[config.mk]
export PLATFORM = sky130hd
export DESIGN_NAME = psma_arith
export DESIGN_NICKNAME = d
export VERILOG_FILES = /design/src/design/psma_pkg.sv /design/src/design/psma_arith.sv
export SDC_FILE = /design/constraint.sdc
export NUM_CORES = 2
export LEC_CHECK = 0
export BUFFER_PORTS_ARGS = -buffer_cell sky130_fd_sc_hd__buf_2
export CAP_MARGIN = 30
export CORE_ASPECT_RATIO = 1.4
export CORE_MARGIN = 3
export CORE_UTILIZATION = 40
export DETAILED_ROUTE_END_ITERATION = 10
export GPL_TIMING_DRIVEN = 0
export HOLD_SLACK_MARGIN = 0.03
export MAX_ROUTING_LAYER = met4
export PLACE_DENSITY = 0.67
export SLEW_MARGIN = 40
export SYNTH_ARGS = -nofsm -noshare
export SYNTH_HDL_FRONTEND = slang
export SYNTH_SLANG_ARGS = --single-unit
[constraint.sdc]
create_clock -name clock -period 7.45 [get_ports clock]
set_input_delay 0.745 -clock clock [delete_from_list [all_inputs] [get_ports clock]]
set_output_delay 0.745 -clock clock [all_outputs]
set_load 0.1 [all_outputs]
[src/design/psma_pkg.sv]
// ----------------------------------------------------------------------------
// psma_pkg
// Shared widths, codes and types of the Pauli string accumulate block.
// ----------------------------------------------------------------------------
package psma_pkg;

   localparam int INDEX_BITS  = 10;
   localparam int AMP_WIDTH   = 24;
   localparam int COEFF_WIDTH = 16;
   localparam int DEPTH       = 1 << INDEX_BITS;
   localparam int ENTRY_W     = 2 * AMP_WIDTH;

   // coefficient after phase rotation needs one more bit for the negated minimum
   localparam int CW        = COEFF_WIDTH + 1;
   localparam int PROD_W    = CW + AMP_WIDTH;
   localparam int DIFF_W    = PROD_W + 1;
   localparam int RND_SHIFT = 12;
   localparam int RND_W     = DIFF_W + 1 - RND_SHIFT;
   localparam int ACC_W     = RND_W + 1;

   localparam int CSR_INDEX_W = 3;
   localparam int CSR_DATA_W  = (INDEX_BITS > COEFF_WIDTH) ? INDEX_BITS : COEFF_WIDTH;

   localparam logic signed [COEFF_WIDTH-1:0] COEFF_RE_RESET = COEFF_WIDTH'(4096);
   localparam logic signed [AMP_WIDTH-1:0]   AMP_MAX = {1'b0, {(AMP_WIDTH-1){1'b1}}};
   localparam logic signed [AMP_WIDTH-1:0]   AMP_MIN = {1'b1, {(AMP_WIDTH-1){1'b0}}};

   typedef logic [1:0] op_type;
   localparam op_type OP_ACC   = 2'd0;
   localparam op_type OP_WRITE = 2'd1;
   localparam op_type OP_READ  = 2'd2;

   typedef logic [CSR_INDEX_W-1:0] csr_index_type;
   localparam csr_index_type CSR_FLIP     = 3'd0;
   localparam csr_index_type CSR_Y        = 3'd1;
   localparam csr_index_type CSR_Z        = 3'd2;
   localparam csr_index_type CSR_COEFF_RE = 3'd3;
   localparam csr_index_type CSR_COEFF_IM = 3'd4;

   typedef struct packed {
      logic mul_en;
      logic rnd_en;
   } arith_ctrl_type;

endpackage

[src/design/psma_arith.sv]
// ----------------------------------------------------------------------------
// psma_arith
// Complex multiply, round to Q8.15 and saturating add into the stored entry.
// ----------------------------------------------------------------------------
module psma_arith
   import psma_pkg::*;
(
   input  logic                        clock,
   input  arith_ctrl_type              ctrl,
   input  logic signed [CW-1:0]        cr,
   input  logic signed [CW-1:0]        ci,
   input  logic signed [AMP_WIDTH-1:0] ar,
   input  logic signed [AMP_WIDTH-1:0] ai,
   input  logic signed [AMP_WIDTH-1:0] entry_re,
   input  logic signed [AMP_WIDTH-1:0] entry_im,
   output logic signed [AMP_WIDTH-1:0] sum_re,
   output logic signed [AMP_WIDTH-1:0] sum_im,
   output logic                        sat
);

   localparam logic signed [DIFF_W:0] RND_HALF = (DIFF_W+1)'(1) << (RND_SHIFT - 1);
   localparam logic signed [ACC_W-1:0] ACC_MAX = ACC_W'(AMP_MAX);
   localparam logic signed [ACC_W-1:0] ACC_MIN = ACC_W'(AMP_MIN);

   logic signed [PROD_W-1:0] cr_x, ci_x, ar_x, ai_x;
   logic signed [PROD_W-1:0] p_rr_ff, p_ii_ff, p_ri_ff, p_ir_ff;
   logic signed [DIFF_W-1:0] diff_re, diff_im;
   logic signed [DIFF_W:0]   half_re, half_im;
   logic signed [RND_W-1:0]  rnd_re_ff, rnd_im_ff;
   logic signed [ACC_W-1:0]  acc_re, acc_im;
   logic                     sat_re, sat_im;

   assign cr_x = PROD_W'(cr);
   assign ci_x = PROD_W'(ci);
   assign ar_x = PROD_W'(ar);
   assign ai_x = PROD_W'(ai);

   always_ff @(posedge clock) begin
      if (ctrl.mul_en) begin
         p_rr_ff <= cr_x * ar_x;
         p_ii_ff <= ci_x * ai_x;
         p_ri_ff <= cr_x * ai_x;
         p_ir_ff <= ci_x * ar_x;
      end
      if (ctrl.rnd_en) begin
         rnd_re_ff <= half_re[DIFF_W:RND_SHIFT];
         rnd_im_ff <= half_im[DIFF_W:RND_SHIFT];
      end
   end

   // round half up: add half an LSB, then floor by the arithmetic shift
   always_comb begin
      diff_re = DIFF_W'(p_rr_ff) - DIFF_W'(p_ii_ff);
      diff_im = DIFF_W'(p_ri_ff) + DIFF_W'(p_ir_ff);
      half_re = (DIFF_W+1)'(diff_re) + RND_HALF;
      half_im = (DIFF_W+1)'(diff_im) + RND_HALF;
   end

   always_comb begin
      acc_re = ACC_W'(entry_re) + ACC_W'(rnd_re_ff);
      acc_im = ACC_W'(entry_im) + ACC_W'(rnd_im_ff);
      sat_re = (acc_re > ACC_MAX) || (acc_re < ACC_MIN);
      sat_im = (acc_im > ACC_MAX) || (acc_im < ACC_MIN);
      if (acc_re > ACC_MAX) begin
         sum_re = AMP_MAX;
      end else if (acc_re < ACC_MIN) begin
         sum_re = AMP_MIN;
      end else begin
         sum_re = acc_re[AMP_WIDTH-1:0];
      end
      if (acc_im > ACC_MAX) begin
         sum_im = AMP_MAX;
      end else if (acc_im < ACC_MIN) begin
         sum_im = AMP_MIN;
      end else begin
         sum_im = acc_im[AMP_WIDTH-1:0];
      end
      sat = sat_re || sat_im;
   end

endmodule

==> metrics.csv <==
metric,value,unit
fin_cells,10500,
cts-root-buf,clkbuf_16,
hpwl,227000,microns
cts_tree,done,
cp.required,7.77,ns
synthFlopType,edfxtp_1,
grt_pass1_vias,61200,
endpoint_kind,flop,
clockBufferDepth,3,
cp-start-kind,primary input,
dp.cells,10300,
worstSkewPairLatency,0.61,ns
syn_area,72800,sq um
drv_slew,0,
ys.warnings.count,0,
cts.reportedPaths.clkPinSlew,0.06,ns
finalCritPeriodShare,99.2,%
top_layer,met4,
core,180000,sq um
hp-class,primary input to flop,
ys_seq_area_share,9.32,%
wl_met1,90000,microns
synth_top_area_cell,fa_1,
pre_cts_ws,-1.85,ns
syn_inst,7775,
status,completed,
firstDrtPassIters,8,
die-area,187000,sq um
io_pins,182,
holdWs,0.535,ns
setup_viol,0,
cts_hold_buf,0,
rows,184,
wirelength,271000,microns
met2_length,126000,microns
die_h,511,microns
grt_first_pass_wirelength,396000,microns
drc_errors,0,
crit_fanout,10,
drive_gt1_share,7.53,%
synth.top_cell.area_share,44.2,%
dr.first_iter.drc_count,4424,
dr_wl_met3,24200,microns
finalHoldViolations,0,
fmax,135,MHz
track_usage,30.1,%
nets,10300,
overflow,0,
synth_edf_count,226,
port-buffer-count,149,
ys_ff_latch,226,
async_flop_share,0,%
ys_types,102,
crit_type,primary input to flop,
syn_avg_cell_area,9.37,sq um
cap_viol_max_count,0,
worst-slew-pin-transition,0.927,ns
wire_per_inst,25.9,microns
antenna_found_initial,72,
synth_area_leaders,"fa_1 44%, ha_1 11%, edfxtp_1 9.3%, inv_1 9.1%, and2_1 6.1%",
gp_congestion,1.05,
min_period,7.39,ns
grt_max_degree,71,
syn_nets,10100,
yosysMostFrequentCell,inv_1,
die_w,367,microns
syn2layout_area_growth,8.70,%
layout_setup_ws,0.0618,ns
finClkSkew,0.0196,ns
ant_nets,0,
start_util,40.4,%
rsz0062_at_grt,yes,
ys_top_cells_by_count,"1770 x inv_1, 1606 x fa_1, 952 x nand2_1, 706 x and2_1, 618 x ha_1",
vias,56700,
cts_made_buffers,25,
vias_per_cell,5.42,
slew_headroom,38.2,%
critPathArrivalTime,7.70,ns
cts.sinks,226,
htree_levels,1,
routing by layer:
layer	vias up	track usage, %
li1	24000	-
met1	29000	32.0
met2	2723	47.7
met3	985	6.38
met4	0	25.9
met5	-	-
critical path: stages:
cell	delay [ns]
buf_2	0.42
clkbuf_1	0.75
and2_1	0.25
ha_1	0.26
ha_1	0.30
inv_1	0.06
fa_1	0.48
inv_1	0.05
fa_1	0.45
fa_1	0.50
inv_1	0.05
fa_1	0.47
inv_1	0.04
ha_1	0.38
a21oi_1	0.15
o21ai_0	0.18
a21o_1	0.23
a221o_1	0.32
a31o_2	0.29
a21oi_1	0.24
nor2b_1	0.08
o21ai_1	0.22
a211oi_1	0.18
o311ai_2	0.56
state kept, by name, indices dropped and copies added, names as in the netlist:
register,count
p_ii_ff,41
p_ir_ff,41
p_ri_ff,41
p_rr_ff,41
rnd_im_ff,31
rnd_re_ff,31
cell usage in the layout, fill, tap and decap left out, types with 38 or more instances in the layout:
cell type / count
and2_1: 706
buf_2: 151
buf_4: 39
a21o_1: 124
edfxtp_1: 226
nand3_1: 46
nand2b_1: 38
ha_1: 610
inv_1: 1770
diode_2: 54
clkbuf_4: 46
a21oi_1: 218
nor2_1: 220
fa_1: 1602
clkbuf_2: 138
xor2_1: 65
nor3_1: 72
xnor2_1: 178
nand2_1: 952
o21ai_0: 108
clkbuf_1: 63
final cells by class:
class / count / area (sq um)
Sequential cell: 226 / 6790
Buffer: 330 / 2130
Clock inverter: 19 / 294
Clock buffer: 27 / 633
Fill cell: 17500 / 101000
Inverter: 1770 / 6640
Antenna cell: 54 / 135
Tap cell: 2418 / 3030
Multi-Input combinational cell: 5445 / 58500
Timing Repair Buffer: 162 / 973
logic make-up (layout without fill, tap and decap cells):
kind of cell,after synthesis,count (layout),share of synthesized area [%]
AND/OR/NAND/NOR,2208,2208,14.9
AO/OA/AOI/OAI,749,749,6.97
adder cells (fa/ha/maj),2224,2224,54.8
other,0,54,0
flip-flops,226,226,9.32
XOR/XNOR,262,262,3.15
buffers and inverters,2104,2308,10.9
multiplexers,2,2,0.0292
through the flow:
step / util [%] / cell area (sq um) / TNS [ns]
2_1_floorplan: - / 72800 / 0
3_3_place_gp: 42.5 / 76600 / -120.71
3_5_place_dp: 42.7 / 77000 / -53.46
6_report: 43.9 / 79200 / 0
4_1_cts: 43.6 / 78600 / -0.0690
5_1_grt: 43.9 / 79100 / -0.102
final timing paths:
check	start	endpoint	slack, ns	cells past startpoint
worst max-delay path	ar[0]	p_rr_ff[30]	0.06	24
worst min-delay path	ctrl[0]	rnd_im_ff[0]	0.53	1
worst min register to register	p_ir_ff[40]	rnd_im_ff[30]	0.78	3
worst max register to register	p_ii_ff[21]	rnd_re_ff[30]	3.50	12
timing repair:
action                                  4_1_cts  5_1_grt
pin swaps                                     8       13
resized for setup                           212      273
setup buffers                                 3        3
endpoints found under the setup margin       41       38
Power is left out: the tool's default activity adds up to more than one toggle a clock period on the data nets, which glitch-free logic cannot reach.
