`config.mk`:
```
export PLATFORM = sky130hd
export DESIGN_NAME = psma_ram
export DESIGN_NICKNAME = d
export VERILOG_FILES = /design/src/design/psma_ram.sv
export SDC_FILE = /design/constraint.sdc
export NUM_CORES = 1
export LEC_CHECK = 0
export BUFFER_PORTS_ARGS = -buffer_cell sky130_fd_sc_hd__buf_2
export CORE_MARGIN = 1.5
export CORE_UTILIZATION = 45
export CTS_BUF_LIST = sky130_fd_sc_hd__clkbuf_16
export DETAILED_ROUTE_END_ITERATION = 6
export GPL_TIMING_DRIVEN = 0
export HOLD_SLACK_MARGIN = 0.03
export PLACE_DENSITY = 0.61
export SLEW_MARGIN = 10
export SYNTH_ARGS = -nofsm -noshare
export SYNTH_HDL_FRONTEND = slang
export SYNTH_SLANG_ARGS = --single-unit
```
`constraint.sdc`:
```
create_clock -name clock -period 2.6 [get_ports clock]
set_clock_uncertainty 0.15 [all_clocks]
set_input_delay 0.39 -clock clock [delete_from_list [all_inputs] [get_ports clock]]
set_output_delay 0.39 -clock clock [all_outputs]
set_load 0.005 [all_outputs]
```
`src/design/psma_ram.sv`:
```
// ----------------------------------------------------------------------------
// psma_ram
// Generic single-write, single-read RAM with registered read data.
// ----------------------------------------------------------------------------
module psma_ram #(
   parameter int WIDTH = 8,
   parameter int DEPTH = 16
) (
   input  logic                     clock,
   input  logic                     wr_en,
   input  logic [$clog2(DEPTH)-1:0] wr_addr,
   input  logic [WIDTH-1:0]         wr_data,
   input  logic                     rd_en,
   input  logic [$clog2(DEPTH)-1:0] rd_addr,
   output logic [WIDTH-1:0]         rd_data
);

   logic [WIDTH-1:0] mem [DEPTH];

   always_ff @(posedge clock) begin
      if (wr_en) begin
         mem[wr_addr] <= wr_data;
      end
      if (rd_en) begin
         rd_data <= mem[rd_addr];
      end
   end

endmodule

```
==> results of run 1 <==
==> how the worst max path moves through the flow <==
stage,slack [ns],cells past startpoint,from,end
finish,0.75,3,wr_addr[2],mem[3][7]
global route,0.73,3,wr_addr[2],mem[3][0]
CTS,0.41,3,wr_addr[2],mem[0][6]
detailed placement,-0.03,3,wr_addr[2],mem[0][0]
global placement,0.03,3,wr_addr[2],mem[0][0]
floorplan,0.57,2,wr_addr[2],mem[0][0]
==> cell families after synthesis <==
group                  synth area share (%)
AOI/OAI and AO/OA                     2.298
DFF                                   78.12
muxes                                 14.79
buffers and inverters                 1.651
and+or+nand+nor                       3.136
==> state kept, by name, summed over array words and instances, names as in the netlist <==
| name | flops |
|---|---|
| rd_data | 8 |
| mem | 128 |
==> synth_stat cells (all sizes together) <==
master         count
a22oi             16
and2               1
and2b              1
buf                7
clkdlybuf4s25      3
edfxtp           136
mux4              32
nand2              9
nand2b             2
nand3              1
nand3b             2
nor2              13
nor2b              1
nor3               4
or3b               1
==> stage by stage <==
step | TNS (ns) | hold slack (ns) | area [um2] | worst slack [ns] | util (%)
after floorplan | 0 | 0.3389 | 5228 | 0.5671 | -
after global placement | 0 | 0.5879 | 5532 | 0.02682 | 48.65
after detailed placement | -0.1987 | 0.5992 | 5537 | -0.02517 | 48.70
after CTS | 0 | 0.1713 | 6128 | 0.4093 | 53.90
after global routing | 0 | 0.1756 | 6138 | 0.7255 | 53.99
final | 0 | 0.1810 | 6138 | 0.7527 | 53.99
==> metal layers <==
metal	up-vias	global-route usage, %	share of wire, %	wire (um)
met5	-	0	0	0
met4	0	6.667	0.97	94
met3	7	4.921	7.0	680
met2	91	26.01	50	4838
met1	1178	23.86	42	4066
li1	1070	-	-	-
==> power groups by stage <==
stage               sequential (mW)  clock (mW)  combinational [mW]
CTS                            2.48        2.41               0.234
global placement               2.52           0               0.228
floorplan                      2.53           0               0.125
finish                         2.48        2.38               0.231
detailed placement             2.53           0               0.234
global route                   2.48        2.52               0.252
==> worst register-to-register path, delay by kind of cell (launching register included) <==
kind	cells	cell delay, ns
muxes	1	0.58
AOI/OAI and AO/OA	1	0.25
DFF	1	0.36
and+or+nand+nor	1	0.09
==> area by class of cell <==
class / instances / area [um2] / share of cell area [%]
multi-input combinational: 83 / 1072 / 17.47
buffer: 10 / 86.33 / 1.406
sequential: 136 / 4084 / 66.53
clock buffer: 17 / 425.4 / 6.930
clock inverter: 15 / 166.4 / 2.711
timing repair buffer: 25 / 125.1 / 2.038
tap: 143 / 178.9 / 2.915
==> summary.md, run 1 <==
| Metric | Value |
|---|---|
| Ys Warns | 0 |
| Max incr delay on CP | between 0.6 and 0.7 ns |
| CTS tree | built |
| Worst r2r dst | rd_data[0] |
| Hold endpoint | rd_data[5] |
| Filler cell count in the final layout | between 800 and 900 |
| Ranking of synthesized cells by area | edfxtp_1 78%, mux4_2 7.8%, mux4_1 7.0% |
| Max IR drop VDD | around 0.00038 V |
| Sequential area share after synthesis | between 70% and 80% |
| Share of the synthesized area in the top cell type | 78.12% |
| Crit share post-route | a little under three quarters |
| Synth Instances | ~230 |
| Clock Sinks | between 100 and 150 |
| #FFs+latches synth | ~140 |
| Initial DRC count | around 150 |
| Setup violators final | 0 |
| HPWL Detailed | approximately 6.3 mm |
| Hold buffer count at cts | 0 |
| Critical path capture point type | flip-flop |
| Wire length of the first global-routing pass | roughly 15 mm |
| Actual slew at the worst max-slew pin | between 1 and 1.5 ns |
| Most common cell after layout, fill and taps aside | edfxtp_1 |
| GPL Wtd Cong | between 0.6 and 0.7 |
| Ports | 27 |
| Arrival time worst endpoint | 1.73 ns |
| Combinational share of power | between 4 and 5% |
| Post-CTS sizing | 0 |
| CP max FO | 8 |
| CP Cell Sequence | buf_2 -> or3b_2 -> nor2_1 |
| Hold depth | 1 |
| P_leak | between 2 and 2.5 nW |
| Worst min path class | input pin to flip-flop |
| P_sw | roughly 0.96 mW |
| Setup bufs post-CTS | 0 |
| Fmax | roughly 0.54 GHz |
| Max-cap violations | 0 |
| Startpoint Class | input pin |
| Sw frac | a little under a fifth |
| Clock Path Buffers | 2 |
| Cell count of the worst reg-to-reg path | 3 |
| Clock-pin transition on the worst setup and hold timing paths | roughly 0.060 ns |
| CP top delay family | simple AND/OR/NAND/NOR gates |
| Power Total | ~5.1 mW |
| Overflow after GRT | 0 |
| Die height | 110.8 um |
| Final Hold Vio Count | 0 |
| DP Cell Count | a little under 400 |
| Worst path bufs/invs | 1 |
| Reg-to-reg startpoint | mem[6][0] |
| DRC Markers | 0 |
| CTS H-Tree Depth | 4 |
| Largest area contributor in the netlist | edfxtp_1 |
| CTS Root Cell | clkbuf_16 |
| Tmin final | ~1.8 ns |
| Pwr dens | about 830 nW/um2 |
| Die width | between 100 and 150 um |
| Post-Route WL | 9.679 mm |
| Total track usage | between 10% and 20% |
| ANT nets after route | 0 |
| FP Rows | 39 |
| Seq pwr share | approximately half |
| Area Growth Syn to Fin | 17.42% |
| Status | completed |
| Clock Latency Late Sink | around 0.41 ns |
| Int Power | just over 4 mW |
| Initial Util | between 40% and 50% |
| Max_slew headroom | between 10% and 20% |
| Distinct cells, synth | 18 |
| Clock Power Share | 46.8% |
| Antenna violations before repair | 0 |
| Drt pass-1 iters | 4 |
| Final std cells w/o fill | approximately 430 |
| Critical Setup Path Class | input pin to flip-flop |
| IO Port Bufs | 25 |
| R2R setup slack | between 0.9 and 1 ns |
| Die ar. | approximately 12,000 um2 |
| Mean Syn Cell Area | approximately 23 um2 |
| Layout cells sized above 1 | between 20% and 30% |
| Post-Syn Area | approximately 5200 um2 |
| DR vias/cell | roughly 5.5 |
| Routed length per instance | 22.56 um |
| RSZ-0062 raised after global routing | no |
| N_diodes | 0 |
| Hold Startpoint | rd_en |
| CP required | approximately 2.5 ns |
| Slowest library cell on the worst path | nor2_1 |
| Final net count | a little under 300 |
| Area of the core | around 11,000 um2 |
| Syn Nets | approximately 250 |
| Most frequent cells in the layout | 136 x edfxtp_1, 28 x buf_2, 18 x mux4_2 |
| Number of global-route vias before repair | between 2,000 and 2,500 |
| CTS buffer count | 17 |
| Slew Viols, Final | 0 |
| Vias after detailed routing | 2,346 |
| Largest net degree at the start of global routing | 17 |
(Power assumes the default switching activity.)
==> run 2, diff against run 1 <==
Clock period 2.6 ns to 1.7 ns, I/O delays scaled along.
==> summary.md, run 2 (same netlist as run 1, synthesis figures left out) <==
| Metric | Value |
|---|---|
| Vias after detailed routing | 2,415 (+2.9%) |
| CTS Root Cell | clkbuf_16 |
| Status | completed |
| N_diodes | 0 (unchanged) |
| Final setup margin | 0.02424 ns (-0.7285 ns) |
| Hold_ws | 0.04396 ns (-0.1370 ns) |
| Hold endpoint | rd_data[2] |
| Overflow after GRT | 0 (unchanged) |
| IO Port Bufs | 25 (unchanged) |
| Setup bufs post-CTS | 0 (unchanged) |
| Initial DRC count | 171 (+16%) |
| Antenna violations before repair | 0 (unchanged) |
| Slew Viols, Final | 0 (unchanged) |
| Largest net degree at the start of global routing | 17 (unchanged) |
| Max-cap violations | 0 (unchanged) |
| Critical Setup Path Class | flip-flop to flip-flop |
| Initial Util | 45.98% (unchanged) |
| Number of global-route vias before repair | 2,338 (-4.2%) |
| Max FFs per register | 128 (unchanged) |
| CP max FO | 1 (-7) |
| CTS H-Tree Depth | 4 (unchanged) |
| Hold Startpoint | rd_en |
| Ports | 27 (unchanged) |
| Max_slew headroom | 43.43% (+25 points) |
| Clock Path Buffers | 2 (unchanged) |
| DRC Markers | 0 (unchanged) |
| CTS tree | built |
| Arrival time worst endpoint | 1.68 ns (-0.05 ns) |
| Max IR drop VDD | 0.0006318 V (+65%) |
| GPL Wtd Cong | 0.7317 (+4.8%) |
| Final Hold Vio Count | 0 (unchanged) |
| Max incr delay on CP | 0.56 ns (-0.12 ns) |
| GRT busiest layer | met1 |
| Hold depth | 1 (unchanged) |
| Worst r2r dst | rd_data[0] |
| Crit share post-route | just under 100% |
| Slowest library cell on the worst path | mux4_1 |
| Area of the core | 11,370 um2 (unchanged) |
| Drt pass-1 iters | 4 (unchanged) |
| Global-route track usage on met2 | 24.73% (-1.3 points) |
| R2R setup slack | 0.02 ns (-0.90 ns) |
| Worst min path class | input pin to flip-flop |
| Final Instance Area | 6220 um2 (+1.3%) |
| Post-DP Area | 5537 um2 (unchanged) |
| Final net count | 292 (unchanged) |
| Wire length of the first global-routing pass | 14.66 mm (-0.56%) |
| Clock-pin transition on the worst setup and hold timing paths | 0.06 ns (about the same) |
| Worst path bufs/invs | 0 (-1) |
| HPWL Detailed | 6.131 mm (-2.1%) |
| Most frequent cells in the layout | 136 x edfxtp_1, 28 x buf_2, 18 x mux4_2 |
| Area Growth Syn to Fin | 18.98% |
| FP Rows | 39 (unchanged) |
| DR vias/cell | 5.629 (+2.9%) |
| Cell count of the worst reg-to-reg path | 3 (unchanged) |
| Critical path capture point type | flip-flop |
| Clock Sinks | 136 (unchanged) |
| GR Layer Usage met3 | 5.358% (+0.44 points) |
| CTS buffer count | 17 (unchanged) |
| Die width | 110.8 um (unchanged) |
| Startpoint Class | flip-flop |
| Pwr dens | 1311 nW/um2 (+58%) |
| Pre-CTS setup slack | -0.5468 ns (-0.5217 ns) |
| Clock Latency Late Sink | 0.41 ns (about the same) |
| Reg-to-reg startpoint | mem[5][0] |
| RSZ-0062 raised after global routing | yes |
| Layout cells sized above 1 | 32.52% (+3.8 points) |
| Final setup TNS | 0 ns (unchanged) |
| Most common cell after layout, fill and taps aside | edfxtp_1 |
| Largest Register | mem |
| Post-Route WL | 9.831 mm (+1.6%) |
| Tmin final | roughly 1.7 ns |
| M1 GR Usage | 25.20% (+1.3 points) |
| CP Cell Sequence | mux4_1 -> a22oi_2 -> nand2_1 |
| Fmax | slightly below 0.6 GHz |
| Die height | 110.8 um (unchanged) |
| Routed length per instance | 22.92 um (+1.6%) |
| Biggest regs | mem (128), rd_data (8) |
| CP top delay family | multiplexers |
| CP required | 1.70 ns (-0.78 ns) |
| Setup violators final | 0 (unchanged) |
| Die ar. | 12,270 um2 (unchanged) |
| Hold buffer count at cts | 0 (unchanged) |
| Actual slew at the worst max-slew pin | 0.8454 ns (-0.3713 ns) |
| Total track usage | 17.10% (-0.070 points) |
| ANT nets after route | 0 (unchanged) |
| P_leak | 2.071 nW (+0.64%) |
==> run 2: changes by cell type in the layout (fill, tap and decap cells not counted), moves of 2 or more <==
cell and change:
clkinv_1 -5, a22oi_1 -3, a22oi_2 +3, clkinv_2 -3, clkinv_4 +3, clkinvlp_4 +3, inv_6 +2
==> run 2: per-stage QoR <==
step / instances / power [mW] / util (%)
2_1_floorplan: 229 / 4.054 / -
6_report: 429 / 8.153 / 54.70
3_5_place_dp: 397 / 4.222 / 48.70
3_3_place_gp: 397 / 4.211 / 48.70
5_1_grt: 429 / 8.367 / 54.70
4_1_cts: 429 / 8.194 / 54.57
==> run 2: final cells by class <==
class	count	area, um2
Fill cell	852	5150
Sequential cell	136	4084
Multi-Input combinational cell	83	1095
Clock buffer	17	425.4
Clock inverter	15	225.2
Tap cell	143	178.9
Timing Repair Buffer	25	125.1
Buffer	10	86.33
==> run 2: how the worst max path moves through the flow <==
stage               startpoint         end  cells after the start
finish               mem[5][0]  rd_data[0]                      3
global route        wr_addr[2]   mem[0][6]                      3
CTS                  mem[7][7]  rd_data[7]                      3
detailed placement  wr_addr[2]   mem[8][3]                      3
global placement    wr_addr[2]   mem[8][3]                      3
floorplan           rd_addr[0]  rd_data[1]                      5
==> run 2: routing by layer <==
metal | wire length (um) | vias to the layer above
li1 | - | 1068
met1 | 4437 | 1249
met2 | 4654 | 90
met3 | 631 | 8
met4 | 107 | 0
met5 | 0 | -
==> run 2: where the power goes <==
part	switching (mW)	internal [mW]
combinational	0.215	0.148
clock	1.39	2.61
sequential	0.0154	3.78
total	1.62	6.53
==> run 2: repair_timing <==
action | in CTS | in global routing
gates resized for setup | 4 | 1
pin swaps | 0 | 0
setup endpoints to repair | 18 | 17
==> run 3, diff against run 2 <==
Settings changed: CORE_ASPECT_RATIO from default to 2, CTS_CLUSTER_SIZE from default to 24, PLACE_DENSITY 0.61 to default.
==> summary.md, run 3 (same netlist as run 1, synthesis figures left out) <==
| Metric | Value |
|---|---|
| Critical path capture point type | flip-flop |
| Antenna violations before repair | 0 (unchanged) |
| Clock Latency Late Sink | 0.41 ns (about the same) |
| Routed length per instance | 23.67 um (+3.3%) |
| Fmax | 0.6053 GHz (+1.4%) |
| Worst path bufs/invs | 0 (unchanged) |
| Reg-to-reg startpoint | mem[2][0] |
| HPWL Detailed | 6.745 mm (+10%) |
| Slew Viols, Final | 0 (unchanged) |
| Die height | 155.4 um (+40%) |
| Initial DRC count | 199 (+16%) |
| DP Cell Count | 396 (-0.25%) |
| Startpoint Class | flip-flop |
| Layout cells sized above 1 | 31.82% (-0.70 points) |
| Die ar. | 12,310 um2 (+0.32%) |
| Clock-pin transition on the worst setup and hold timing paths | 0.06 ns (about the same) |
| Tmin final | 1.652 ns (-0.02356 ns) |
| CP Cell Sequence | mux4_1 -> a22oi_1 -> nand2_1 |
| CTS buffer count | 17 (unchanged) |
| Drt pass-1 iters | 4 (unchanged) |
| DR vias/cell | 5.530 (-1.8%) |
| Initial Util | 46.32% (+0.34 points) |
| P_leak | 2.057 nW (-0.68%) |
| Critical Setup Path Class | flip-flop to flip-flop |
| Hold endpoint | rd_data[7] |
| CP required | 1.70 ns (about the same) |
| Final std cells w/o fill | 428 (-0.23%) |
| Most common cell after layout, fill and taps aside | edfxtp_1 |
| CTS tree | built |
| CTS H-Tree Depth | 4 (unchanged) |
| Max-cap violations | 0 (unchanged) |
| ANT nets after route | 0 (unchanged) |
| CP max FO | 1 (unchanged) |
| Pre-CTS setup slack | -0.4989 ns (+0.04790 ns) |
| Largest net degree at the start of global routing | 17 (unchanged) |
| Hold_ws | 0.04282 ns (-0.001140 ns) |
| Biggest regs | mem (128), rd_data (8) |
| R2R setup slack | 0.05 ns (+0.02 ns) |
| DRC Markers | 0 (unchanged) |
| Die width | 79.21 um (-28%) |
| Final net count | 292 (unchanged) |
| Worst r2r dst | rd_data[0] |
| Actual slew at the worst max-slew pin | 0.8459 ns (+0.0005446 ns) |
| Most frequent cells in the layout | 136 x edfxtp_1, 28 x buf_2, 19 x mux4_2 |
| Setup violators final | 0 (unchanged) |
| Setup bufs post-CTS | 0 (unchanged) |
| IO Port Bufs | 25 (unchanged) |
| RSZ-0062 raised after global routing | yes |
| Post-Route WL | 10.13 mm (+3.0%) |
| Clock Sinks | 136 (unchanged) |
| Largest Register | mem |
| Overflow after GRT | 0 (unchanged) |
| Total track usage | 18.47% (+1.4 points) |
| CP top delay family | multiplexers |
| N_diodes | 0 (unchanged) |
| Hold Startpoint | rd_en |
| Wire length of the first global-routing pass | 15.34 mm (+4.6%) |
| Clock Path Buffers | 2 (unchanged) |
| Max IR drop VDD | 0.001155 V (+83%) |
| Worst min path class | input pin to flip-flop |
| Area Growth Syn to Fin | 18.62% |
| Cell count of the worst reg-to-reg path | 3 (unchanged) |
| CTS Root Cell | clkbuf_16 |
| Slowest library cell on the worst path | mux4_1 |
| Pwr dens | 1297 nW/um2 (-1.1%) |
| Final setup margin | 0.04780 ns (+0.02356 ns) |
| GPL Wtd Cong | 0.7340 (+0.31%) |
| Crit share post-route | 97.19% (-1.4 points) |
| Max_slew headroom | 43.40% (about the same) |
| Arrival time worst endpoint | 1.65 ns (-0.03 ns) |
| Max FFs per register | 128 (unchanged) |
| Status | completed |
| Ports | 27 (unchanged) |
| Hold depth | 1 (unchanged) |
| FP Rows | 55 (+41%) |
| Hold buffer count at cts | 0 (unchanged) |
| Final Hold Vio Count | 0 (unchanged) |
| Area of the core | 11,290 um2 (-0.74%) |
| Max incr delay on CP | 0.50 ns (-0.06 ns) |
| Number of global-route vias before repair | 2,547 (+8.9%) |
| Vias after detailed routing | 2,367 (-2.0%) |
## run 3: metrics by stage
stage | instance area [um2] | setup TNS (ns) | util (%) | total power [mW]
6_report | 6201 | 0 | 54.94 | 8.042
5_1_grt | 6201 | -0.6604 | 54.94 | 8.278
4_1_cts | 6192 | 0 | 54.87 | 8.103
3_5_place_dp | 5545 | -25.26 | 49.14 | 4.229
3_3_place_gp | 5535 | -32.15 | 49.05 | 4.213
2_1_floorplan | 5233 | 0 | - | 4.054
## run 3: cell type report
| class | count | area, um2 |
|---|---|---|
| fillers | 884 | 5085 |
| flip-flops and latches | 136 | 4084 |
| well taps | 142 | 177.7 |
| clock buffers | 17 | 425.4 |
| repair buffers | 25 | 125.1 |
| plain buffers | 10 | 86.33 |
| multi-input cells | 83 | 1096 |
| clock inverters | 15 | 206.4 |
## run 3: per-layer routing
metal	routed length (um)	GRT usage, %
met2	5844	32.76
met4	127	8.772
met5	0	0
met1	3848	21.09
met3	308	3.460
## run 3: worst max path at each step
stage | cells past startpoint | slack [ns] | from | to
floorplan | 5 | 0.01 | rd_addr[0] | rd_data[1]
global placement | 3 | -0.53 | wr_addr[3] | mem[4][7]
finish | 3 | 0.05 | mem[2][0] | rd_data[0]
CTS | 3 | 0.006 | wr_addr[2] | mem[3][4]
detailed placement | 3 | -0.50 | wr_addr[2] | mem[8][0]
global route | 3 | -0.04 | wr_addr[2] | mem[2][7]
## run 3: where the power goes
| part | switching [mW] | internal (mW) |
|---|---|---|
| clock network | 1.31 | 2.58 |
| logic | 0.214 | 0.149 |
| registers | 0.0153 | 3.78 |
## run 3: timing repair
| action | 4_1_cts | 5_1_grt |
|---|---|---|
| setup endpoints to repair | 10 | 35 |
| gates resized for setup | 3 | 4 |
| hold endpoints to repair | 0 | 0 |
| pin swaps | 0 | 0 |
| gates cloned | 0 | 0 |
